File: src/rtl/core/base38_text_decoder_unit_defines.svh
// Assertion macros for the base38 text decoder.
// In synthesis builds the macros expand to nothing.
`ifndef BASE38_TEXT_DECODER_UNIT_DEFINES_SVH
`define BASE38_TEXT_DECODER_UNIT_DEFINES_SVH

`ifndef SYNTHESIS

// Checks a property on every rising clock edge outside of reset.
`define B38D_ASSERT(lbl, clk, rst, prop) \
   lbl: assert property (@(posedge clk) disable iff (rst) prop) \
      else $error("b38d: assertion failed");

// Checks a property on every rising clock edge, reset included.
`define B38D_ASSERT_ALWAYS(lbl, clk, prop) \
   lbl: assert property (@(posedge clk) prop) \
      else $error("b38d: assertion failed");

`else

`define B38D_ASSERT(lbl, clk, rst, prop)
`define B38D_ASSERT_ALWAYS(lbl, clk, prop)

`endif

`endif

File: src/rtl/core/b38d_pkg.sv
package b38d_pkg;

   // Result status codes.
   typedef enum logic [1:0] {
      STATUS_OK          = 2'd0,
      STATUS_BAD_CHAR    = 2'd1,
      STATUS_AFTER_SPACE = 2'd2,
      STATUS_TOO_LONG    = 2'd3
   } status_type;

   // Characters with a meaning of their own.
   localparam logic [7:0] CHAR_NUL   = 8'h00;
   localparam logic [7:0] CHAR_UNDER = 8'h5F;
   localparam logic [7:0] CHAR_DASH  = 8'h2D;
   localparam logic [7:0] CHAR_SPACE = 8'h20;
   localparam logic [7:0] CHAR_TAB   = 8'h09;
   localparam logic [7:0] CHAR_CR    = 8'h0D;
   localparam logic [7:0] CHAR_ZERO  = 8'h30;
   localparam logic [7:0] CHAR_NINE  = 8'h39;
   localparam logic [7:0] CHAR_LOW_A = 8'h61;
   localparam logic [7:0] CHAR_LOW_Z = 8'h7A;

   // Digit values of the alphabet ranges.
   localparam logic [5:0] DIGIT_UNDER  = 6'd0;
   localparam logic [5:0] DIGIT_NUM0   = 6'd1;
   localparam logic [5:0] DIGIT_LETTER = 6'd11;
   localparam logic [5:0] DIGIT_DASH   = 6'd37;
   localparam logic [5:0] RADIX        = 6'd38;

   // Classification of one character.
   typedef struct packed {
      logic       is_nul;
      logic       is_space;
      logic       is_under;
      logic       is_digit;
      logic [5:0] digit;
   } char_info_type;

   // Register file layout.
   localparam int unsigned CSR_ADDR_W = 3;
   localparam logic [0:0]  REG_MAX_OUTPUT_BYTES = 1'b0;
   localparam logic [6:0]  MAX_OUTPUT_RESET = 7'd64;

endpackage

File: src/rtl/core/b38d_req_if.sv
interface b38d_req_if;
   logic       valid;
   logic       ready;
   logic [7:0] char_code;
   logic       last_char;

   modport source (output valid, output char_code, output last_char, input ready);
   modport sink (input valid, input char_code, input last_char, output ready);
endinterface

File: src/rtl/core/b38d_rsp_if.sv
interface b38d_rsp_if;
   logic       valid;
   logic       ready;
   logic [7:0] out_byte;
   logic       byte_present;
   logic       last_result;
   logic [1:0] status;

   modport source (output valid, output out_byte, output byte_present, output last_result,
                   output status, input ready);
   modport sink (input valid, input out_byte, input byte_present, input last_result,
                 input status, output ready);
endinterface

File: src/rtl/core/b38d_char_class.sv
module b38d_char_class (
   input  logic [7:0]             char_code,
   output b38d_pkg::char_info_type info
);

   // Sort the character into the alphabet, whitespace and the rest.
   always_comb begin
      info          = '0;
      info.is_nul   = (char_code == b38d_pkg::CHAR_NUL);
      info.is_space = (char_code == b38d_pkg::CHAR_SPACE) ||
                      (char_code inside {[b38d_pkg::CHAR_TAB : b38d_pkg::CHAR_CR]});
      info.is_under = (char_code == b38d_pkg::CHAR_UNDER);
      case (1'b1)
         (char_code == b38d_pkg::CHAR_UNDER): begin
            info.is_digit = 1'b1;
            info.digit    = b38d_pkg::DIGIT_UNDER;
         end
         (char_code inside {[b38d_pkg::CHAR_ZERO : b38d_pkg::CHAR_NINE]}): begin
            info.is_digit = 1'b1;
            info.digit    = 6'(char_code - b38d_pkg::CHAR_ZERO) + b38d_pkg::DIGIT_NUM0;
         end
         (char_code inside {[b38d_pkg::CHAR_LOW_A : b38d_pkg::CHAR_LOW_Z]}): begin
            info.is_digit = 1'b1;
            info.digit    = 6'(char_code - b38d_pkg::CHAR_LOW_A) + b38d_pkg::DIGIT_LETTER;
         end
         (char_code == b38d_pkg::CHAR_DASH): begin
            info.is_digit = 1'b1;
            info.digit    = b38d_pkg::DIGIT_DASH;
         end
         default: begin
            info.is_digit = 1'b0;
            info.digit    = '0;
         end
      endcase
   end

endmodule

File: src/rtl/core/b38d_num_ram.sv
module b38d_num_ram #(
   parameter int unsigned DEPTH  = 65,
   parameter int unsigned ADDR_W = 7
) (
   input  logic              clock,
   input  logic              wr_en,
   input  logic [ADDR_W-1:0] wr_addr,
   input  logic [7:0]        wr_data,
   input  logic              rd_en,
   input  logic [ADDR_W-1:0] rd_addr,
   output logic [7:0]        rd_data_ff
);

   logic [7:0] mem_ff [DEPTH];

   // One write port.
   always_ff @(posedge clock) begin
      if (wr_en) begin
         mem_ff[wr_addr] <= wr_data;
      end
   end

   // One registered read port; the data holds while no read is issued.
   always_ff @(posedge clock) begin
      if (rd_en) begin
         rd_data_ff <= mem_ff[rd_addr];
      end
   end

endmodule

File: src/rtl/core/b38d_csr.sv
module b38d_csr #(
   parameter int unsigned MAX_BYTES = 64,
   parameter int unsigned LEN_W     = 7
) (
   input  logic                            clock,
   input  logic                            reset,
   input  logic                            psel,
   input  logic                            penable,
   input  logic                            pwrite,
   input  logic [b38d_pkg::CSR_ADDR_W-1:0] paddr,
   input  logic [31:0]                     pwdata,
   output logic [31:0]                     prdata,
   output logic [LEN_W-1:0]                limit
);

   logic [6:0] max_out_ff;
   logic [6:0] max_out_in;
   logic       sel_max;

   assign sel_max = (paddr[b38d_pkg::CSR_ADDR_W-1:2] == b38d_pkg::REG_MAX_OUTPUT_BYTES);

   // Register write in the access cycle.
   always_comb begin
      max_out_in = max_out_ff;
      if (psel && penable && pwrite && sel_max) begin
         max_out_in = pwdata[6:0];
      end
   end

   always_ff @(posedge clock) begin
      if (reset) begin
         max_out_ff <= b38d_pkg::MAX_OUTPUT_RESET;
      end else begin
         max_out_ff <= max_out_in;
      end
   end

   assign prdata = sel_max ? {25'd0, max_out_ff} : 32'd0;

   // The limit in force saturates at the size of the number store.
   assign limit = (max_out_ff > 7'(MAX_BYTES)) ? LEN_W'(MAX_BYTES) : LEN_W'(max_out_ff);

endmodule

File: src/rtl/core/base38_text_decoder_unit.sv
// Channel  Direction  Payload
// req      in         char_code[7:0], last_char
// rsp      out        out_byte[7:0], byte_present, last_result, status[1:0]
// csr      in/out     APB write/read of max_output_bytes at byte address 0
//
// A whitespace, '_' zero or error character is handled in ST_IDLE alone. A digit walks the
// stored number one byte per cycle through the 8x6 multiply-add, via ST_DIG_START,
// ST_DIG_RUN and ST_DIG_CHECK; the new number length is at most MAX_BYTES+1.
// The last character passes through ST_FINISH, then one result per cycle while rsp is ready.
// Reset is synchronous; the number store is not cleared, bytes beyond the
// current number length read as zero. A stalled rsp holds the block in its output phase.
`include "base38_text_decoder_unit_defines.svh"

module base38_text_decoder_unit #(
   parameter int unsigned MAX_BYTES = 64
) (
   input  logic                            clock,
   input  logic                            reset,
   b38d_req_if.sink                        req_ch,
   b38d_rsp_if.source                      rsp_ch,
   input  logic                            csr_psel,
   input  logic                            csr_penable,
   input  logic                            csr_pwrite,
   input  logic [b38d_pkg::CSR_ADDR_W-1:0] csr_paddr,
   input  logic [31:0]                     csr_pwdata,
   output logic [31:0]                     csr_prdata,
   output logic                            csr_pready
);

   localparam int unsigned DEPTH  = MAX_BYTES + 1;
   localparam int unsigned ADDR_W = $clog2(MAX_BYTES + 1);
   localparam int unsigned LEN_W  = $clog2(MAX_BYTES + 2);

   typedef enum logic [7:0] {
      ST_IDLE      = 8'b0000_0001,
      ST_DIG_START = 8'b0000_0010,
      ST_DIG_RUN   = 8'b0000_0100,
      ST_DIG_CHECK = 8'b0000_1000,
      ST_FINISH    = 8'b0001_0000,
      ST_EMIT_ONE  = 8'b0010_0000,
      ST_EMIT_ZERO = 8'b0100_0000,
      ST_EMIT_BYTE = 8'b1000_0000
   } state_type;

   typedef enum logic [3:0] {
      PH_LEAD   = 4'b0001,
      PH_ZEROS  = 4'b0010,
      PH_DIGITS = 4'b0100,
      PH_TRAIL  = 4'b1000
   } phase_type;

   state_type            state_ff, state_in;
   phase_type            phase_ff, phase_in;
   b38d_pkg::status_type err_ff, err_in;
   logic [LEN_W-1:0]     len_ff, len_in;
   logic [LEN_W-1:0]     zeros_ff, zeros_in;
   logic [ADDR_W-1:0]    idx_ff, idx_in;
   logic [5:0]           carry_ff, carry_in;
   logic                 last_ff, last_in;

   logic                 rsp_valid_ff, rsp_valid_in;
   logic [7:0]           rsp_byte_ff, rsp_byte_in;
   logic                 rsp_present_ff, rsp_present_in;
   logic                 rsp_last_ff, rsp_last_in;
   logic [1:0]           rsp_status_ff, rsp_status_in;

   b38d_pkg::char_info_type info;
   logic [LEN_W-1:0]        limit;
   logic [LEN_W:0]          total;
   logic                    out_free;
   logic                    load;
   logic                    accept;

   logic                    ram_wr_en, ram_rd_en;
   logic [ADDR_W-1:0]       ram_wr_addr, ram_rd_addr;
   logic [7:0]              ram_wr_data, ram_rd_data;

   logic [7:0]              cur_byte;
   logic [13:0]             mac_sum;
   logic [5:0]              mac_carry;
   logic [LEN_W-1:0]        idx_next;
   logic                    dig_more;
   logic [LEN_W-1:0]        zeros_inc;

   b38d_char_class u_class (
      .char_code (req_ch.char_code),
      .info      (info)
   );

   b38d_num_ram #(
      .DEPTH  (DEPTH),
      .ADDR_W (ADDR_W)
   ) u_ram (
      .clock      (clock),
      .wr_en      (ram_wr_en),
      .wr_addr    (ram_wr_addr),
      .wr_data    (ram_wr_data),
      .rd_en      (ram_rd_en),
      .rd_addr    (ram_rd_addr),
      .rd_data_ff (ram_rd_data)
   );

   b38d_csr #(
      .MAX_BYTES (MAX_BYTES),
      .LEN_W     (LEN_W)
   ) u_csr (
      .clock   (clock),
      .reset   (reset),
      .psel    (csr_psel),
      .penable (csr_penable),
      .pwrite  (csr_pwrite),
      .paddr   (csr_paddr),
      .pwdata  (csr_pwdata),
      .prdata  (csr_prdata),
      .limit   (limit)
   );

   assign csr_pready = 1'b1;

   assign req_ch.ready = (state_ff == ST_IDLE);
   assign accept       = req_ch.valid && req_ch.ready;
   assign out_free     = !rsp_valid_ff || rsp_ch.ready;
   assign total        = (LEN_W + 1)'(len_ff) + (LEN_W + 1)'(zeros_ff);
   assign zeros_inc    = zeros_ff + LEN_W'(1);

   // One multiply-add step: byte times the radix plus the incoming carry.
   assign cur_byte  = (LEN_W'(idx_ff) < len_ff) ? ram_rd_data : 8'd0;
   assign mac_sum   = (14'(cur_byte) * 14'(b38d_pkg::RADIX)) + 14'(carry_ff);
   assign mac_carry = mac_sum[13:8];
   assign idx_next  = LEN_W'(idx_ff) + LEN_W'(1);
   assign dig_more  = ((mac_carry != 6'd0) || (idx_next < len_ff)) &&
                      (idx_ff < ADDR_W'(MAX_BYTES));

   // Sequencer: character scan, digit walk and result output.
   always_comb begin
      state_in       = state_ff;
      phase_in       = phase_ff;
      err_in         = err_ff;
      len_in         = len_ff;
      zeros_in       = zeros_ff;
      idx_in         = idx_ff;
      carry_in       = carry_ff;
      last_in        = last_ff;
      load           = 1'b0;
      rsp_byte_in    = rsp_byte_ff;
      rsp_present_in = rsp_present_ff;
      rsp_last_in    = rsp_last_ff;
      rsp_status_in  = rsp_status_ff;
      ram_wr_en      = 1'b0;
      ram_wr_addr    = idx_ff;
      ram_wr_data    = mac_sum[7:0];
      ram_rd_en      = 1'b0;
      ram_rd_addr    = idx_ff;

      case (state_ff)
         ST_IDLE: begin
            if (accept) begin
               last_in  = req_ch.last_char;
               state_in = req_ch.last_char ? ST_FINISH : ST_IDLE;
               if (info.is_nul) begin
                  err_in = b38d_pkg::STATUS_BAD_CHAR;
               end else if (err_ff == b38d_pkg::STATUS_OK) begin
                  case (phase_ff)
                     PH_LEAD, PH_ZEROS: begin
                        if (info.is_space) begin
                           if (phase_ff == PH_ZEROS) begin
                              phase_in = PH_TRAIL;
                           end
                        end else if (info.is_under) begin
                           phase_in = PH_ZEROS;
                           zeros_in = zeros_inc;
                           if (zeros_inc > limit) begin
                              err_in = b38d_pkg::STATUS_TOO_LONG;
                           end
                        end else begin
                           phase_in = PH_DIGITS;
                           if (info.is_digit) begin
                              carry_in = info.digit;
                              state_in = ST_DIG_START;
                           end else begin
                              err_in = b38d_pkg::STATUS_BAD_CHAR;
                           end
                        end
                     end
                     PH_DIGITS: begin
                        if (info.is_space) begin
                           phase_in = PH_TRAIL;
                        end else if (info.is_digit) begin
                           carry_in = info.digit;
                           state_in = ST_DIG_START;
                        end else begin
                           err_in = b38d_pkg::STATUS_BAD_CHAR;
                        end
                     end
                     default: begin
                        if (!info.is_space) begin
                           err_in = b38d_pkg::STATUS_AFTER_SPACE;
                        end
                     end
                  endcase
               end
            end
         end

         ST_DIG_START: begin
            // A zero digit into an empty number leaves it empty.
            if ((carry_ff == 6'd0) && (len_ff == '0)) begin
               state_in = ST_DIG_CHECK;
            end else begin
               idx_in      = '0;
               ram_rd_en   = 1'b1;
               ram_rd_addr = '0;
               state_in    = ST_DIG_RUN;
            end
         end

         ST_DIG_RUN: begin
            // Write back this byte and fetch the next one ahead of use.
            ram_wr_en = 1'b1;
            carry_in  = mac_carry;
            if (dig_more) begin
               idx_in      = idx_ff + ADDR_W'(1);
               ram_rd_en   = 1'b1;
               ram_rd_addr = idx_ff + ADDR_W'(1);
            end else begin
               len_in   = idx_next;
               state_in = ST_DIG_CHECK;
            end
         end

         ST_DIG_CHECK: begin
            if (total > (LEN_W + 1)'(limit)) begin
               err_in = b38d_pkg::STATUS_TOO_LONG;
            end
            state_in = last_ff ? ST_FINISH : ST_IDLE;
         end

         ST_FINISH: begin
            if ((err_ff != b38d_pkg::STATUS_OK) || (total == '0)) begin
               state_in = ST_EMIT_ONE;
            end else if (zeros_ff != '0) begin
               state_in = ST_EMIT_ZERO;
            end else begin
               idx_in      = ADDR_W'(len_ff - LEN_W'(1));
               ram_rd_en   = 1'b1;
               ram_rd_addr = ADDR_W'(len_ff - LEN_W'(1));
               state_in    = ST_EMIT_BYTE;
            end
         end

         ST_EMIT_ONE: begin
            if (out_free) begin
               load           = 1'b1;
               rsp_byte_in    = 8'd0;
               rsp_present_in = 1'b0;
               rsp_last_in    = 1'b1;
               rsp_status_in  = err_ff;
               state_in       = ST_IDLE;
            end
         end

         ST_EMIT_ZERO: begin
            if (out_free) begin
               load           = 1'b1;
               rsp_byte_in    = 8'd0;
               rsp_present_in = 1'b1;
               rsp_last_in    = (zeros_ff == LEN_W'(1)) && (len_ff == '0);
               rsp_status_in  = b38d_pkg::STATUS_OK;
               zeros_in       = zeros_ff - LEN_W'(1);
               if (zeros_ff == LEN_W'(1)) begin
                  if (len_ff == '0) begin
                     state_in = ST_IDLE;
                  end else begin
                     idx_in      = ADDR_W'(len_ff - LEN_W'(1));
                     ram_rd_en   = 1'b1;
                     ram_rd_addr = ADDR_W'(len_ff - LEN_W'(1));
                     state_in    = ST_EMIT_BYTE;
                  end
               end
            end
         end

         ST_EMIT_BYTE: begin
            // Most significant byte first, one per cycle while the output is free.
            if (out_free) begin
               load           = 1'b1;
               rsp_byte_in    = ram_rd_data;
               rsp_present_in = 1'b1;
               rsp_last_in    = (idx_ff == '0);
               rsp_status_in  = b38d_pkg::STATUS_OK;
               if (idx_ff == '0) begin
                  state_in = ST_IDLE;
               end else begin
                  idx_in      = idx_ff - ADDR_W'(1);
                  ram_rd_en   = 1'b1;
                  ram_rd_addr = idx_ff - ADDR_W'(1);
               end
            end
         end

         default: begin
            state_in = ST_IDLE;
         end
      endcase

      // The final result of a text clears the text state.
      if (load && rsp_last_in) begin
         phase_in = PH_LEAD;
         err_in   = b38d_pkg::STATUS_OK;
         len_in   = '0;
         zeros_in = '0;
      end
   end

   assign rsp_valid_in = load || (rsp_valid_ff && !rsp_ch.ready);

   // Control state.
   always_ff @(posedge clock) begin
      if (reset) begin
         state_ff     <= ST_IDLE;
         phase_ff     <= PH_LEAD;
         err_ff       <= b38d_pkg::STATUS_OK;
         len_ff       <= '0;
         zeros_ff     <= '0;
         rsp_valid_ff <= 1'b0;
      end else begin
         state_ff     <= state_in;
         phase_ff     <= phase_in;
         err_ff       <= err_in;
         len_ff       <= len_in;
         zeros_ff     <= zeros_in;
         rsp_valid_ff <= rsp_valid_in;
      end
   end

   // Working and output payload registers.
   always_ff @(posedge clock) begin
      idx_ff         <= idx_in;
      carry_ff       <= carry_in;
      last_ff        <= last_in;
      rsp_byte_ff    <= rsp_byte_in;
      rsp_present_ff <= rsp_present_in;
      rsp_last_ff    <= rsp_last_in;
      rsp_status_ff  <= rsp_status_in;
   end

   assign rsp_ch.valid        = rsp_valid_ff;
   assign rsp_ch.out_byte     = rsp_byte_ff;
   assign rsp_ch.byte_present = rsp_present_ff;
   assign rsp_ch.last_result  = rsp_last_ff;
   assign rsp_ch.status       = rsp_status_ff;

   // A byte result is always an ok result.
   `B38D_ASSERT(a_byte_ok, clock, reset, (rsp_ch.valid && rsp_ch.byte_present) |-> (rsp_ch.status == b38d_pkg::STATUS_OK))
   // An empty or error result always ends its text.
   `B38D_ASSERT(a_empty_last, clock, reset, (rsp_ch.valid && !rsp_ch.byte_present) |-> rsp_ch.last_result)
   // The digit walk stays inside the number store.
   `B38D_ASSERT(a_walk_bound, clock, reset, (state_ff == ST_DIG_RUN) |-> (idx_ff <= ADDR_W'(MAX_BYTES)))
   // Output of an ok text never exceeds the store size.
   `B38D_ASSERT(a_emit_bound, clock, reset, ((state_ff == ST_EMIT_ZERO) || (state_ff == ST_EMIT_BYTE)) |-> (total <= (LEN_W + 1)'(MAX_BYTES)))

endmodule

File: src/flat_wrapper.sv
// flat-port wrapper written by rule: the top's interface ports become plain ports
module base38_text_decoder_unit_flat 
#(
   parameter int unsigned MAX_BYTES = 64
)
  (clock, reset, csr_psel, csr_penable, csr_pwrite, csr_paddr, csr_pwdata, csr_prdata, csr_pready, req_ch_valid, req_ch_char_code, req_ch_last_char, req_ch_ready, rsp_ch_valid, rsp_ch_out_byte, rsp_ch_byte_present, rsp_ch_last_result, rsp_ch_status, rsp_ch_ready);
  b38d_req_if req_ch_i ();
  b38d_rsp_if rsp_ch_i ();
  input  logic clock;
  input  logic reset;
  input  logic csr_psel;
  input  logic csr_penable;
  input  logic csr_pwrite;
  input  logic [b38d_pkg::CSR_ADDR_W-1:0] csr_paddr;
  input  logic [31:0] csr_pwdata;
  output logic [31:0] csr_prdata;
  output logic csr_pready;
  input wire logic [$bits(req_ch_i.valid)-1:0] req_ch_valid;
  input wire logic [$bits(req_ch_i.char_code)-1:0] req_ch_char_code;
  input wire logic [$bits(req_ch_i.last_char)-1:0] req_ch_last_char;
  output wire logic [$bits(req_ch_i.ready)-1:0] req_ch_ready;
  output wire logic [$bits(rsp_ch_i.valid)-1:0] rsp_ch_valid;
  output wire logic [$bits(rsp_ch_i.out_byte)-1:0] rsp_ch_out_byte;
  output wire logic [$bits(rsp_ch_i.byte_present)-1:0] rsp_ch_byte_present;
  output wire logic [$bits(rsp_ch_i.last_result)-1:0] rsp_ch_last_result;
  output wire logic [$bits(rsp_ch_i.status)-1:0] rsp_ch_status;
  input wire logic [$bits(rsp_ch_i.ready)-1:0] rsp_ch_ready;
  assign req_ch_i.valid = req_ch_valid;
  assign req_ch_i.char_code = req_ch_char_code;
  assign req_ch_i.last_char = req_ch_last_char;
  assign req_ch_ready = req_ch_i.ready;
  assign rsp_ch_valid = rsp_ch_i.valid;
  assign rsp_ch_out_byte = rsp_ch_i.out_byte;
  assign rsp_ch_byte_present = rsp_ch_i.byte_present;
  assign rsp_ch_last_result = rsp_ch_i.last_result;
  assign rsp_ch_status = rsp_ch_i.status;
  assign rsp_ch_i.ready = rsp_ch_ready;
  base38_text_decoder_unit #(.MAX_BYTES(MAX_BYTES)) u_core (.clock(clock), .reset(reset), .req_ch(req_ch_i), .rsp_ch(rsp_ch_i), .csr_psel(csr_psel), .csr_penable(csr_penable), .csr_pwrite(csr_pwrite), .csr_paddr(csr_paddr), .csr_pwdata(csr_pwdata), .csr_prdata(csr_prdata), .csr_pready(csr_pready));
endmodule
File: config.mk
export PLATFORM = sky130hd
export DESIGN_NAME = base38_text_decoder_unit_flat
export DESIGN_NICKNAME = d
export VERILOG_FILES = /design/src/rtl/core/b38d_pkg.sv /design/src/rtl/core/b38d_req_if.sv /design/src/rtl/core/b38d_rsp_if.sv /design/src/rtl/core/b38d_char_class.sv /design/src/rtl/core/b38d_num_ram.sv /design/src/rtl/core/b38d_csr.sv /design/src/rtl/core/base38_text_decoder_unit.sv /design/src/flat_wrapper.sv
export VERILOG_INCLUDE_DIRS = /design/src /design/src/rtl/core
export SDC_FILE = /design/constraint.sdc
export NUM_CORES = 1
export LEC_CHECK = 0
export BUFFER_PORTS_ARGS = -buffer_cell sky130_fd_sc_hd__buf_2
export CAP_MARGIN = 5
export CORE_MARGIN = 10
export CORE_UTILIZATION = 62
export DETAILED_ROUTE_END_ITERATION = 10
export PLACE_DENSITY_LB_ADDON = 0.2
export REMOVE_ABC_BUFFERS = 1
export SETUP_SLACK_MARGIN = 0.2
export SLEW_MARGIN = 20
export SYNTH_ARGS = -nofsm -noshare
export SYNTH_HDL_FRONTEND = slang
export SYNTH_HIERARCHICAL = 1
export SYNTH_SLANG_ARGS = --single-unit
export TNS_END_PERCENT = 100
File: constraint.sdc
create_clock -name clock -period 7.4 [get_ports clock]
set_input_delay 1.85 -clock clock [delete_from_list [all_inputs] [get_ports clock]]
set_output_delay 1.85 -clock clock [all_outputs]
set_load 0.03 [all_outputs]
# Word-level counts from Yosys, hierarchy flattened
# Memories as Yosys holds them, arrays and structs flattened. A register that Yosys moved wholly into a read port is not among the register bits.
# Index checks and enable logic that the tools add are counted.
[op_classes]
n_shift = 0
n_reduce_logical = 48
eq_ne = 39
n_bitwise = 3
n_addsub = 11
muxes = 100
mul = 1
n_lt_le_gt_ge = 12
div_mod_pow = 0
[ops]
columns = ["cell", "n"]
rows = [
  ["two-way mux 7 bit", 22],
  ["two-way mux 8 bit", 19],
  ["case mux 8 bit (8 select lines)", 1],
  ["two-way mux 6 bit", 7],
  ["case mux 7 bit (5 select lines)", 1],
  ["case mux 8 bit (2 select lines)", 2],
  ["equality test 8 x 6 -> 1 bit, second input constant", 3],
  ["two-way mux 2 bit", 12],
  ["case mux 6 bit (2 select lines)", 2],
  ["!= test 3 bit, second input constant", 7],
  ["subtractor 7 x 1 -> 7 bit, second input constant", 3],
  ["two-way mux 1 bit", 19],
  ["!= test 2 x 1 -> 1 bit, second input constant", 9],
  ["equality test 8 x 7 -> 1 bit, second input constant", 2],
  ["zero test 8 bit", 2],
  ["two-way mux 4 bit", 4],
  ["AND reduction 8 bit", 2],
  ["adder 14 x 6 -> 14 bit", 1],
  ["adder 7 x 1 -> 7 bit, second input constant", 2],
  ["zero test 7 bit", 2],
  ["less-than comparator 7 bit", 2],
  ["!= test 2 bit, second input constant", 7],
  ["case mux 7 bit (2 select lines)", 1],
  ["AND reduction 7 bit", 2],
  ["47 further kinds", 80],
]
[totals]
word_cells = 229
latchBits = 0
ff_bits = 62
input_bits = 51
mem_count = 1
ram_bits = 520
romBits = 0
out_inout_bits = 47
[mem_list]
columns = ["name", "words", "width", "rd", "rd_ports_with_merged_regs", "wr", "line", "rtl"]
rows = [
  ["u_core.u_ram.mem_ff", 65, 8, 1, 1, 1, "b38d_num_ram.sv:14", "logic [7:0] mem_ff [DEPTH];"],
]

# Longest topological paths before layout
# Gate-level depths: netlist (run 1).
[logic_depth]
word_depth = 13
ltp_mapped = 29
depth_no_buf = 25

# Cells and area by module
# The synthesis (run 1) kept the hierarchy.
[by_module_without_submodules]
columns = ["module", "seq_area_each_um2", "cells_each", "n_inst", "area_per_inst_um2"]
rows = [
  ["b38d_num_ram", 15855.2, 937, 1, 20479.6],
  ["base38_text_decoder_unit", 1281.2, 657, 1, 5352.6],
  ["b38d_csr", 140.1, 71, 1, 611.8],
  ["b38d_char_class", 0.0, 58, 1, 405.4],
]

# Least setup slack after synthesis (run 1)
# OpenSTA, ideal clock, no wires.
[synth_timing]
kind = "reg2reg"
start = "register u_core.len_ff[1]"
end = "register u_core.u_ram.rd_data_ff[6] (read register of u_core.u_ram.mem_ff), data pin"
period_less_slack_ns = 6.531
path_slack_ns = 0.869
path_buffers = 3
stages_incl_launch_ff = 25
setup_ns = 0.267
t_required_ns = 7.133
arrival_ns = 6.263
path_cell_list = "dfxtp_1 -> inv_1 -> ha_1 -> a211o_1 -> a21oi_1 -> clkbuf_1 -> and2_1 -> ha_1 -> ha_1 -> fa_1 -> a211oi_2 -> nor3b_1 -> or4_4 -> or4_4 -> a22oi_4 -> nand4_1 -> nand2_2 -> o22a_1 -> buf_2 -> buf_2 -> mux4_2 -> mux2i_1 -> o22ai_1 -> a221oi_1 -> o31ai_1"
[synth_via]
elab_chain_len = 9
elab_cells_between_ends = 29
classes_between = "3 x add/sub; 1 x mul; 2 x order compare; 16 x mux; 7 x reduce/logical"
[synth_lines]
columns = ["element", "line", "rtl"]
rows = [
  ["start: declaration", "base38_text_decoder_unit.sv:55", "logic [LEN_W-1:0] len_ff, len_in;"],
  ["start signal: assignment", "base38_text_decoder_unit.sv:330", "len_ff <= len_in;"],
  ["less-than comparator 7 bit", "base38_text_decoder_unit.sv:127", "assign cur_byte = (LEN_W'(idx_ff) < len_ff) ? ram_rd_data : 8'd0;"],
  ["two-way mux 8 bit", "base38_text_decoder_unit.sv:127", ""],
  ["multiplier 8 x 5 -> 13 bit", "base38_text_decoder_unit.sv:128", "assign mac_sum = (14'(cur_byte) * 14'(b38d_pkg::RADIX)) + 14'(carry_ff);"],
  ["adder 14 x 6 -> 14 bit", "base38_text_decoder_unit.sv:128", ""],
  ["nonzero test 6 bit", "base38_text_decoder_unit.sv:131", "assign dig_more = ((mac_carry != 6'd0) || (idx_next < len_ff)) &&"],
  ["logical OR 1 bit", "base38_text_decoder_unit.sv:131", ""],
  ["logical AND 1 bit", "base38_text_decoder_unit.sv:131", ""],
  ["two-way mux 7 bit", "--", ""],
  ["case mux 7 bit (5 select lines) *", "base38_text_decoder_unit.sv:155", "case (state_ff)"],
  ["net u_core.idx_in[0]", "base38_text_decoder_unit.sv:57", "logic [ADDR_W-1:0] idx_ff, idx_in;"],
  ["end: declaration", "b38d_num_ram.sv:11", "output logic [7:0] rd_data_ff"],
]
# Mark *: on every way through the listed nets, which the timed path passes. The rest lies on a longest branch.
# A chain may end at the register's enable or synchronous reset.

# Worst setup path in the final report (run 1)
[layout_timing]
start = "register u_core.len_ff[5]"
end = "register u_core.u_ram.rd_data_ff[2] (read register of u_core.u_ram.mem_ff), data pin"
# The elaborated chain is that of the path after synthesis.

==> results of run 1 <==
## what timing repair did
action | 4_1_cts | 5_1_grt
gates resized for setup | 0 | 52
buffers inserted | 0 | 11
setup endpoints to repair | 0 | 8
## stage by stage
| step | TNS, ns | utilization | instance area [sq um] | total power, mW |
|---|---|---|---|---|
| 4_1_cts | 0 | 0.693 | 29800 | 10.8 |
| 6_report | 0 | 0.704 | 30200 | 11.0 |
| 3_3_place_gp | 0 | 0.650 | 27900 | 7.83 |
| 2_1_floorplan | -62.00 | - | 26400 | 7.09 |
| 5_1_grt | 0 | 0.704 | 30200 | 11.5 |
| 3_5_place_dp | 0 | 0.650 | 27900 | 7.94 |
## synth_stat cells, drive strengths merged, types with 16 or more instances
master	number
clkbuf	48
ha	69
mux2i	55
xor2	17
o21ai	38
dfxtp	44
buf	59
inv	50
nor2b	24
nor2	133
edfxtp	546
a21oi	52
nand2b	22
mux4	120
and2	17
nand3	33
nand2	71
nor3	16
a22oi	21
mux2	34
xnor2	23
## critical path: cells and delay by family, from the launching register on
family,cells,cell delay [ns]
compound gates,10,2.16
buf+inv,5,0.89
xor+xnor,1,0.18
simple gates,6,1.61
fa+ha+maj,4,1.20
mux,1,0.35
flops,1,0.34
## sequential cells by signal, summed over array words and instances (netlist names)
signal                      flops
u_core/rsp_ch.status            2
u_core/len_ff                   7
u_core/rsp_ch.last_result       1
u_core/phase_ff                 4
u_core/state_ff                 8
u_core/u_ram/rd_data_ff         8
u_core/rsp_ch.valid             1
u_core/carry_ff                 6
u_core/rsp_ch.byte_present      1
u_core/zeros_ff                 7
u_core/rsp_ch.out_byte          8
u_core/u_ram/mem_ff           520
u_core/u_csr/max_out_ff         7
u_core/last_ff                  1
u_core/idx_ff                   7
u_core/err_ff                   2
## final cells by class
type,count,area (sq um),area share
sequential,590,17300,0.571
clock inverter,32,330,0.0109
inverter,51,191,0.00633
antenna,2,5.00,0.000165
tap,585,732,0.0242
clock buffer,73,1530,0.0505
multi-input combinational,999,9180,0.304
timing repair buffer,112,996,0.0329
## where the power goes
part	switching, mW	leakage [nW]	internal [mW]
logic	2.23	4.01	1.33
clock network	1.21	0.912	1.67
registers	0.0204	5.27	4.58
total	3.47	10.2	7.58
## per-layer routing
| metal | share of wire | GRT usage |
|---|---|---|
| met4 | 0.036 | 0.0908 |
| met2 | 0.49 | 0.363 |
| met1 | 0.39 | 0.304 |
| met3 | 0.081 | 0.0340 |
| met5 | 0 | 0 |
## path summary, 6_finish.rpt
check	startpoint	endpoint	slack [ns]	depth (start not counted)
max	u_core/len_ff[5]	u_core/u_ram/rd_data_ff[2]	0.37	27
min	u_core/rsp_ch.last_result	u_core/rsp_ch.last_result	0.45	1
max reg2reg	u_core/len_ff[5]	u_core/u_ram/rd_data_ff[2]	0.37	27
min reg2reg	u_core/rsp_ch.last_result	u_core/rsp_ch.last_result	0.45	1
## cell families after synthesis
logic type / count (synthesis)
adders and majority gates: 74
other: 2
and+or+nand+nor: 401
muxes: 209
xor gates and xnor gates: 40
buffers and inverters: 158
AOI/OAI and AO/OA: 249
DFF: 590
==> reports/qor.tcl, run 1 <==
set qor(postSynthRegisterBits) 590
set qor(initial_util) 0.625
set qor(drv_cap) 0
set qor(cp_common_cell) {sky130_fd_sc_hd__ha_1}
set qor(detail_route.wl_per_cell_um) 24.8
set qor(fin_crit_ns) 7.03
set qor(cp-start-kind) {flop}
set qor(maxSlewViolCount) 0
set qor(synthAdderAreaFrac) 0.0359
set qor(asyncSetResetFlopFracSynth) 0
set qor(io_buffers) 44
set qor(hpwlAfterDp_um) 38200
set qor(power_density_nw_per_um2) 365
set qor(first_pass_iters) 7
set qor(detail_route.iter0.violations) 1552
set qor(dp_worst_setup_slack_ns) 0.299
set qor(routed-via-count) 15673
set qor(outcome) {completed}
set qor(first_global_vias) 15257
set qor(synth.top_cell.area_share) 0.611
set qor(post-synth-top-area-cell) {sky130_fd_sc_hd__edfxtp_1}
set qor(setup_viol) 0
set qor(tightestPinTransition_ns) 1.15
set qor(postLayoutSetupSlackWorst_ns) 0.367
set qor(rsz0062_at_grt) {no}
set qor(tritoncts) {done}
set qor(worst-setup-path-type) {flop to flop}
set qor(layout_common_cells) {sky130_fd_sc_hd__edfxtp_1, sky130_fd_sc_hd__nor2_1, sky130_fd_sc_hd__mux4_2}
set qor(hold-worst-slack_ns) 0.453
set qor(htreeDepth) 2
set qor(cp_max_delay_cell) {sky130_fd_sc_hd__or4_4}
set qor(mostFrequentLayoutCell) {sky130_fd_sc_hd__edfxtp_1}
set qor(clock_insertion_delay_worst_skew_ns) 0.61
set qor(numCtsBuffers) 57
set qor(vias_per_cell) 6.41
set qor(report.final.hold_viol_count) 0
set qor(die-area_sq_um) 52000
set qor(drt_drc_violations_left) 0
set qor(synth_flop_cell) {sky130_fd_sc_hd__edfxtp_1}
set qor(count_of_fill_cells_added_during_filler_insertion) 2839
set qor(skew_ns) 0.0154
set qor(instances_no_fill) 2444
set qor(syn_area_sq_um) 26800
set qor(layout_overhead_on_the_synthesized_area_pct) 12.6
set qor(placement_rows) 76
set qor(worst-path-max-fanout) 20
set qor(yosys.area_share.xor_xnor) 0.0130
set qor(number_of_enable_flip_flop_cells_after_synthesis) 546
set qor(clkTransAtPathRegs_ns) 0.06
set qor(synth_cell_types) 89
set qor(layout-drive-gt1-share) 0.234
set qor(power_leakage_nw) 10.2
set qor(chipHeight_um) 228
set qor(globalplace.congestion) 0.871
set qor(synthesis.instances) 1723
set qor(placeableCoreArea_sq_um) 43000
set qor(timing.max_slew.rel_slack) 0.227
set qor(hold_buffer_count_at_cts) 0
set qor(synth.area.mux_share) 0.135
set qor(root_cell_of_the_clock_tree) {sky130_fd_sc_hd__clkbuf_16}
set qor(post-route-period-util) 0.950
set qor(placedCellCount) 2322
set qor(synth_seq_area_share) 0.643
set qor(synth_top_family_by_area) {multiplexers}
set qor(max-vdd-ir-drop_mv) 0.478
set qor(detail_route.wirelength_um) 60700
set qor(synth.area.top_cells) {sky130_fd_sc_hd__edfxtp_1, sky130_fd_sc_hd__mux4_2, sky130_fd_sc_hd__dfxtp_1}
set qor(ios) 98
set qor(grt_antenna_before_repair) 1
set qor(synth-compound-area-share) 0.0666
set qor(grt_remaining_overflow) 0
set qor(cts_buffer_depth) 3
set qor(hp-class) {flop to flop}
set qor(fin_nets) 1936
set qor(worstSetupEndpointType) {flop}
set qor(ant_nets) 0
set qor(grt_pass1_wl_um) 90900
set qor(achievable-frequency_mhz) 142
set qor(cpPeakStageDelay_ns) 0.56
set qor(grt_util_all_layers) 0.225
set qor(syn_avg_cell_area_sq_um) 15.6
set qor(synth_simple_gate_area_share) 0.0767
set qor(critPathArrivalTime_ns) 7.36
set qor(worstPathRequired_ns) 7.73
set qor(die_width_um) 228
set qor(pin_count_of_the_biggest_net_entering_global_routing) 67
set qor(synth.yosys.warnings) 6
set qor(clock-sinks) 590
No activity file was read; power rests on OpenSTA's default activity.
==> run 2: changes to the inputs <==
--- a/config.mk
+++ b/config.mk
@@ -11,12 +11,12 @@
 export CORE_MARGIN = 10
 export CORE_UTILIZATION = 62
 export DETAILED_ROUTE_END_ITERATION = 10
+export GPL_TIMING_DRIVEN = 0
 export PLACE_DENSITY_LB_ADDON = 0.2
 export REMOVE_ABC_BUFFERS = 1
 export SETUP_SLACK_MARGIN = 0.2
 export SLEW_MARGIN = 20
 export SYNTH_ARGS = -nofsm -noshare
 export SYNTH_HDL_FRONTEND = slang
-export SYNTH_HIERARCHICAL = 1
 export SYNTH_SLANG_ARGS = --single-unit
 export TNS_END_PERCENT = 100
==> run 2 against run 1 <==
  * Combinational power rose by 72%
  * Clock skew rose by 0.020 ns
  * Cell area rose by 4.3%
  * Clock power fell by 1%
  * Setup slack got worse by 0.096 ns
  * Area after synthesis rose by 2.5%
  * Total power rose by 33%
  * Hold slack improved by 0.029 ns
  * Utilization rose by 1.3 points
  * Count of clock-buffer cells in the layout fell by 2
  * Critical endpoint is now u_core.u_ram.rd_data_ff[3]
  * Highest routed layer is now met5
==> reports/qor.tcl, run 2 <==
set qor(clock_insertion_delay_worst_skew_ns) 0.64 ;# +0.03 ns
set qor(layout_common_cells) {sky130_fd_sc_hd__edfxtp_1, sky130_fd_sc_hd__nand2_1, sky130_fd_sc_hd__mux2i_1}
set qor(detail_route.iter0.violations) 2175 ;# +40%
set qor(timing.max_slew.rel_slack) 0.239 ;# +0.0119
set qor(cpPeakStageDelay_ns) 0.55 ;# about the same
set qor(postSynthRegisterBits) 590 ;# unchanged
set qor(synth_seq_area_share) 0.628 ;# -0.0155
set qor(report.final.hold_viol_count) 0 ;# unchanged
set qor(grt_util_all_layers) 0.249 ;# +0.0241
set qor(tightestPinTransition_ns) 1.14 ;# -0.0105 ns
set qor(rsz0062_at_grt) {no}
set qor(placedCellCount) 2741 ;# +18%
set qor(achievable-frequency_mhz) 140 ;# -1.3%
set qor(outcome) {completed}
set qor(skew_ns) 0.0357 ;# +0.0203 ns
set qor(grt_antenna_before_repair) 3 ;# +2
set qor(asyncSetResetFlopFracSynth) 0 ;# unchanged
set qor(die-area_sq_um) 53200 ;# +2.2%
set qor(cp-start-kind) {flop}
set qor(initial_util) 0.625 ;# about the same
set qor(hp-class) {flop to flop}
set qor(max_flop_register) {u_core.u_ram.mem_ff}
set qor(synthesis.instances) 2163 ;# +26%
set qor(htreeDepth) 2 ;# unchanged
set qor(grt_pass1_wl_um) 104000 ;# +14%
set qor(detail_route.wl_per_cell_um) 23.9 ;# -3.7%
set qor(synth_cell_types) 87 ;# -2.2%
set qor(worstSetupEndpointType) {flop}
set qor(number_of_enable_flip_flop_cells_after_synthesis) 546 ;# unchanged
set qor(cts_buffer_depth) 3 ;# unchanged
set qor(post-route-cell-area_sq_um) 31600 ;# +4.3%
set qor(globalplace.congestion) 0.919 ;# +5.5%
set qor(crit_buf_inv) 1 ;# -4
set qor(clkTransAtPathRegs_ns) 0.06 ;# about the same
set qor(total_power_mw) 14.7 ;# +33%
set qor(synth.top_cell.area_share) 0.596 ;# -0.0147
set qor(maxSlewViolCount) 0 ;# unchanged
set qor(critical_path_depth) 21 ;# -22%
set qor(drv_cap) 0 ;# unchanged
set qor(routed-via-count) 18532 ;# +18%
set qor(first_pass_iters) 7 ;# unchanged
set qor(flip_flop_count_of_the_largest_register_all_copies_and_words_added) 520 ;# unchanged
set qor(layout-drive-gt1-share) 0.145 ;# -0.0886
set qor(die_width_um) 231 ;# +1.1%
set qor(root_cell_of_the_clock_tree) {sky130_fd_sc_hd__clkbuf_16}
set qor(critPathArrivalTime_ns) 7.46 ;# +0.10 ns
set qor(chipHeight_um) 231 ;# +1.1%
set qor(placement_rows) 77 ;# +1.3%
set qor(instances_no_fill) 2873 ;# +18%
set qor(power_leakage_nw) 12.4 ;# +21%
set qor(cp_max_delay_cell) {sky130_fd_sc_hd__o311a_2}
set qor(drt_drc_violations_left) 0 ;# unchanged
set qor(hold-worst-slack_ns) 0.482 ;# +0.0289 ns
set qor(mostFrequentLayoutCell) {sky130_fd_sc_hd__edfxtp_1}
set qor(hold_buffer_count_at_cts) 0 ;# unchanged
set qor(io_buffers) 44 ;# unchanged
set qor(pin_count_of_the_biggest_net_entering_global_routing) 66 ;# -1.5%
set qor(tritoncts) {done}
set qor(first_global_vias) 17862 ;# +17%
set qor(post-route-period-util) 0.963 ;# +0.0130
set qor(worstPathRequired_ns) 7.74 ;# about the same
set qor(synth_flop_cell) {sky130_fd_sc_hd__edfxtp_1}
set qor(grt_remaining_overflow) 0 ;# unchanged
set qor(layout_overhead_on_the_synthesized_area_pct) 14.7
set qor(top_cells_by_instance_count_after_synthesis) {sky130_fd_sc_hd__edfxtp_1, sky130_fd_sc_hd__nand2_1, sky130_fd_sc_hd__mux2i_1, sky130_fd_sc_hd__nor2_1, sky130_fd_sc_hd__nand3_1}
set qor(numCtsBuffers) 58 ;# +1.8%
set qor(ant_nets) 0 ;# unchanged
set qor(syn_area_sq_um) 27500 ;# +2.5%
set qor(ios) 98 ;# unchanged
set qor(fin_nets) 2360 ;# +22%
set qor(setup_viol) 0 ;# unchanged
set qor(syn_avg_cell_area_sq_um) 12.7 ;# -18%
set qor(final_antenna_diode_count) 0 ;# -2
set qor(min_path_cells) 1 ;# unchanged
set qor(hpwlAfterDp_um) 45200 ;# +18%
set qor(vias_per_cell) 6.45 ;# +0.59%
set qor(cp_cell_sequence) {ha_1 -> and3_1 -> a221o_1 -> a31oi_4 -> and2_4 -> ha_1 -> fa_1 -> ha_4 -> o21ai_1 -> o21a_1 -> o31ai_2 -> nor3b_1 -> o2111a_2 -> nand3_1 -> nand2_1 -> o311a_2 -> inv_2 -> nand3_2 -> o22ai_1 -> nor4_4 -> a221o_1}
set qor(clock-sinks) 590 ;# unchanged
set qor(synth.yosys.warnings) 0 ;# -6
set qor(path_delay_family) {compound AO/OA/AOI/OAI gates}
set qor(library_cell_with_the_highest_instance_count_after_synthesis) {sky130_fd_sc_hd__edfxtp_1}
set qor(worst-setup-path-type) {flop to flop}
set qor(worst-path-max-fanout) 12 ;# -40%
set qor(post-synth-top-area-cell) {sky130_fd_sc_hd__edfxtp_1}
set qor(max-vdd-ir-drop_mv) 0.655 ;# +37%
set qor(detail_route.wirelength_um) 68700 ;# +13%
set qor(placeableCoreArea_sq_um) 44000 ;# +2.4%
set qor(placed_area_sq_um) 28800 ;# +3.1%
set qor(power_density_nw_per_um2) 466 ;# +28%
set qor(fin_crit_ns) 7.13 ;# +0.0961 ns
set qor(r2r.worst_path.cells) 21 ;# -22%
set qor(synth.area.top_cells) {sky130_fd_sc_hd__edfxtp_1, sky130_fd_sc_hd__mux2i_1, sky130_fd_sc_hd__nand2_1}
[run 2: cell families after synthesis]
group           after synthesis  share of synthesized area
compound gates              328                     0.0847
xor+xnor                     41                     0.0131
fa+ha+maj                    74                     0.0353
buf+inv                     177                     0.0317
flops                       590                      0.628
mux                         222                     0.0808
other cells                   2                   0.000273
simple gates                729                      0.126
[run 2: cell type report]
type | instances | area, sq um
Sequential cell | 590 | 17300
Fill cell | 2866 | 12500
Multi-Input combinational cell | 1420 | 10200
Clock buffer | 71 | 1550
Timing Repair Buffer | 119 | 1330
Tap cell | 592 | 741
Clock inverter | 35 | 275
Inverter | 46 | 195
[run 2: report_power, final]
part / switching (mW) / internal [mW] / leakage [nW]
Sequential: 0.102 / 5.63 / 5.26
Clock: 1.28 / 1.57 / 0.897
Combinational: 4.09 / 2.05 / 6.20
Total: 5.47 / 9.25 / 12.4
[run 2: what timing repair did]
item / 4_1_cts / 5_1_grt
resized for setup: 71 / 68
gates cloned: 1 / 1
setup endpoints to repair: 11 / 8
hold endpoints to repair: 0 / 0
buffers inserted: 14 / 9
pin swaps: 15 / 24
[run 2: worst paths after layout]
kind                                                    to                 startpoint  slack [ns]
worst min register to register   u_core.rsp_ch.last_result  u_core.rsp_ch.last_result        0.48
worst min-delay path             u_core.rsp_ch.last_result  u_core.rsp_ch.last_result        0.48
worst max register to register  u_core.u_ram.rd_data_ff[3]           u_core.idx_ff[4]        0.27
worst max-delay path            u_core.u_ram.rd_data_ff[3]           u_core.idx_ff[4]        0.27
[run 2: routing by layer]
layer | global-route usage | vias to the layer above | wire length (um)
met5 | 0 | - | 49
met4 | 0.0993 | 6 | 2620
met3 | 0.0481 | 192 | 5680
met2 | 0.409 | 934 | 33200
met1 | 0.322 | 9119 | 27100
li1 | - | 8281 | -
[run 2: metrics by stage]
step | worst slack (ns) | setup TNS, ns | utilization
final | 0.271 | 0 | 0.717
after global routing | 0.141 | 0 | 0.717
after CTS | 0.190 | 0 | 0.706
after detailed placement | -1.80 | -13.92 | 0.654
after global placement | -16.69 | -564.36 | 0.633
after floorplan | -8.88 | -80.51 | -
==> run 3: changes to the inputs <==
--- a/config.mk
+++ b/config.mk
@@ -6,7 +6,7 @@
 export SDC_FILE = /design/constraint.sdc
 export NUM_CORES = 1
 export LEC_CHECK = 0
-export BUFFER_PORTS_ARGS = -buffer_cell sky130_fd_sc_hd__buf_2
+export BUFFER_PORTS_ARGS = -buffer_cell sky130_fd_sc_hd__buf_4
 export CAP_MARGIN = 5
 export CORE_MARGIN = 10
 export CORE_UTILIZATION = 62
==> run 3 against run 2 <==
  * Routed wire length shrank 0.26%
  * Highest routed layer is now met4
  * Die area unchanged
  * Fmax is essentially flat
  * Total power rose by 0.12%
  * Global-route usage is 0.27 points lower
  * Hold slack better by 0.0010 ns
  * Setup slack got worse by 0.0054 ns
  * Non-clock buffer count up 6
  * Register-to-register slack about the same
  * Combinational power rose by 0.7%
==> reports/qor.tcl, run 3 (synthesis results as in run 2) <==
set qor(layout_common_cells) {sky130_fd_sc_hd__edfxtp_1, sky130_fd_sc_hd__nand2_1, sky130_fd_sc_hd__mux2i_1}
set qor(placeableCoreArea_sq_um) 44000 ;# unchanged
set qor(hold-worst-slack_ns) 0.483 ;# +0.00104 ns
set qor(outcome) {completed}
set qor(report.final.hold_viol_count) 0 ;# unchanged
set qor(die-area_sq_um) 53200 ;# unchanged
set qor(io_buffers) 44 ;# unchanged
set qor(skew_ns) 0.0173 ;# -0.0184 ns
set qor(grt_pass1_wl_um) 102000 ;# -1.7%
set qor(critPathArrivalTime_ns) 7.59 ;# +0.13 ns
set qor(tritoncts) {done}
set qor(achievable-frequency_mhz) 140 ;# about the same
set qor(worst_hold_path.endpoint) {u_core.rsp_ch.last_result}
set qor(post-route-period-util) 0.964 ;# about the same
set qor(clkTransAtPathRegs_ns) 0.06 ;# about the same
set qor(power_density_nw_per_um2) 465 ;# -0.41%
set qor(maxSlewViolCount) 0 ;# unchanged
set qor(r2r.worst_path.cells) 29 ;# +38%
set qor(layout.area.seq_sq_um) 17300 ;# about the same
set qor(reg_to_reg_start) {u_core.idx_ff[5]}
set qor(worst-setup-path-type) {flop to flop}
set qor(globalplace.congestion) 0.898 ;# -2.2%
set qor(placedCellCount) 2743 ;# +0.073%
set qor(initial_util) 0.625 ;# unchanged
set qor(max-vdd-ir-drop_mv) 0.929 ;# +42%
set qor(vias_per_cell) 6.43 ;# -0.28%
set qor(seq_power_share) 0.389 ;# about the same
set qor(count_of_fill_cells_added_during_filler_insertion) 2823 ;# -1.5%
set qor(share_of_power_burned_in_the_clock_network) 0.191 ;# -0.002
set qor(rsz0062_at_grt) {no}
set qor(die_width_um) 231 ;# unchanged
set qor(p_sw_frac) 0.371 ;# -0.000735
set qor(detail_route.iter0.violations) 2416 ;# +11%
set qor(regToRegSetupSlack_ns) 0.27 ;# about the same
set qor(switching_power_mw) 5.46 ;# about the same
set qor(first_global_vias) 17545 ;# -1.8%
set qor(htreeDepth) 2 ;# unchanged
set qor(ant_nets) 0 ;# unchanged
set qor(drt_drc_violations_left) 0 ;# unchanged
set qor(pin_count_of_the_biggest_net_entering_global_routing) 66 ;# unchanged
set qor(layout_overhead_on_the_synthesized_area_pct) 15.3
set qor(root_cell_of_the_clock_tree) {sky130_fd_sc_hd__clkbuf_16}
set qor(tightestPinTransition_ns) 1.11 ;# -0.0301 ns
set qor(worstSetupEndpointType) {flop}
set qor(worstReg2RegEnd) {u_core.u_ram.rd_data_ff[2]}
set qor(detail_route.wl_per_cell_um) 23.8 ;# -0.54%
set qor(mostFrequentLayoutCell) {sky130_fd_sc_hd__edfxtp_1}
set qor(ios) 98 ;# unchanged
set qor(detail_route.wirelength_um) 68500 ;# -0.26%
set qor(combPwrFrac) 0.420 ;# +0.003
set qor(multi_input_area_sq_um) 10200 ;# +0.31%
set qor(cpPeakStageDelay_ns) 0.50 ;# -0.05 ns
set qor(drv_cap) 0 ;# unchanged
set qor(cp_max_delay_cell) {sky130_fd_sc_hd__fa_1}
set qor(layout-drive-gt1-share) 0.150 ;# +0.00474
set qor(timing.max_slew.rel_slack) 0.259 ;# +0.0201
set qor(flip_flop_count_of_the_largest_register_all_copies_and_words_added) 520 ;# unchanged
set qor(clock-sinks) 590 ;# unchanged
set qor(clock_insertion_delay_worst_skew_ns) 0.63 ;# about the same
set qor(setup_viol) 0 ;# unchanged
set qor(hold_path_startpoint) {u_core.rsp_ch.last_result}
set qor(worst-path-max-fanout) 36 ;# +24
set qor(p_int_mw) 9.27 ;# +0.24%
set qor(placement_rows) 77 ;# unchanged
set qor(max_flop_register) {u_core.u_ram.mem_ff}
set qor(hp-class) {flop to flop}
set qor(chipHeight_um) 231 ;# unchanged
set qor(hpwlAfterDp_um) 45000 ;# -0.31%
set qor(final_antenna_diode_count) 0 ;# unchanged
set qor(routed-via-count) 18531 ;# -0.0054%
set qor(grt_remaining_overflow) 0 ;# unchanged
set qor(hold_buffer_count_at_cts) 0 ;# unchanged
set qor(cts_buffer_depth) 3 ;# unchanged
set qor(first_pass_iters) 6 ;# -1
set qor(numCtsBuffers) 57 ;# -1.7%
set qor(power_leakage_nw) 12.4 ;# +0.58%
set qor(worstPathRequired_ns) 7.86 ;# +0.12 ns
set qor(grt_antenna_before_repair) 0 ;# -3
set qor(cp-start-kind) {flop}
set qor(min_path_cells) 1 ;# unchanged
set qor(instances_no_fill) 2881 ;# +0.28%
set qor(grt_util_all_layers) 0.246 ;# -0.00268
set qor(fin_nets) 2366 ;# +0.25%
set qor(fin_crit_ns) 7.13 ;# +0.00537 ns
run 3: changes by cell type in the layout (fill, tap and decap cells not counted), sizes merged:
cell | previous run | this run
buf | 117 | 122
bufinv | 2 | 3
inv | 49 | 45
o2111a | 2 | 3
bufbuf | 0 | 1
clkbuf | 73 | 77
run 3: layout make-up:
type / count / share of cell area
multi-input combinational: 1421 / 0.322
inverter: 46 / 0.00600
timing repair buffer: 125 / 0.0465
clock buffer: 75 / 0.0493
tap: 592 / 0.0234
clock inverter: 32 / 0.00777
sequential: 590 / 0.545
run 3: per-stage QoR:
step                      power [mW]  worst slack [ns]  TNS, ns  utilization  instance area, sq um
after detailed placement        11.1             -1.90   -14.30        0.656                 28900
after global routing            15.2            0.0910        0        0.720                 31700
final                           14.7             0.266        0        0.720                 31700
after CTS                       14.3             0.206        0        0.708                 31200
after global placement          8.62            -16.52  -538.24        0.635                 28000
after floorplan                 8.23             -8.88   -80.51            -                 26900
run 3: per-layer routing:
layer | track usage | vias up | part of all wire
met5 | 0 | - | 0
met4 | 0.0962 | 0 | 0.040
met3 | 0.0427 | 205 | 0.089
met2 | 0.408 | 1000 | 0.48
met1 | 0.320 | 9025 | 0.39
li1 | - | 8301 | -
run 3: how the worst max path moves through the flow:
stage | from | to | slack, ns | cells past startpoint
5_1_grt | u_core.idx_ff[5] | u_core.u_ram.rd_data_ff[2] | 0.09 | 29
2_1_floorplan | u_core.idx_ff[4] | u_core.u_ram.rd_data_ff[6] | -8.88 | 20
3_3_place_gp | u_core.idx_ff[4] | u_core.u_ram.rd_data_ff[6] | -16.52 | 20
6_report | u_core.idx_ff[5] | u_core.u_ram.rd_data_ff[2] | 0.27 | 29
3_5_place_dp | u_core.idx_ff[4] | u_core.u_ram.rd_data_ff[4] | -1.90 | 25
4_1_cts | u_core.len_ff[5] | u_core.u_ram.rd_data_ff[2] | 0.21 | 26
run 3: power groups by stage:
stage	logic [mW]	clock network [mW]	registers (mW)
final	6.18	2.82	5.73
after detailed placement	5.30	0	5.79
after CTS	5.73	2.84	5.72
after global placement	3.34	0	5.27
after floorplan	2.44	0	5.80
after global routing	6.53	2.98	5.74
run 3: what timing repair did:
item                       CTS  global route
gates resized for setup     71            82
buffers inserted            14            13
cloned                       1             3
pin swaps                   11            36
setup endpoints to repair   11             8
hold endpoints to repair     0             0
run 3: worst max-delay path: cells and delay by family (launching register included):
kind / cells / cell delay (ns)
simple gates: 7 / 1.59
flops: 1 / 0.46
fa+ha+maj: 5 / 1.44
compound gates: 9 / 2.24
buf+inv: 8 / 1.17
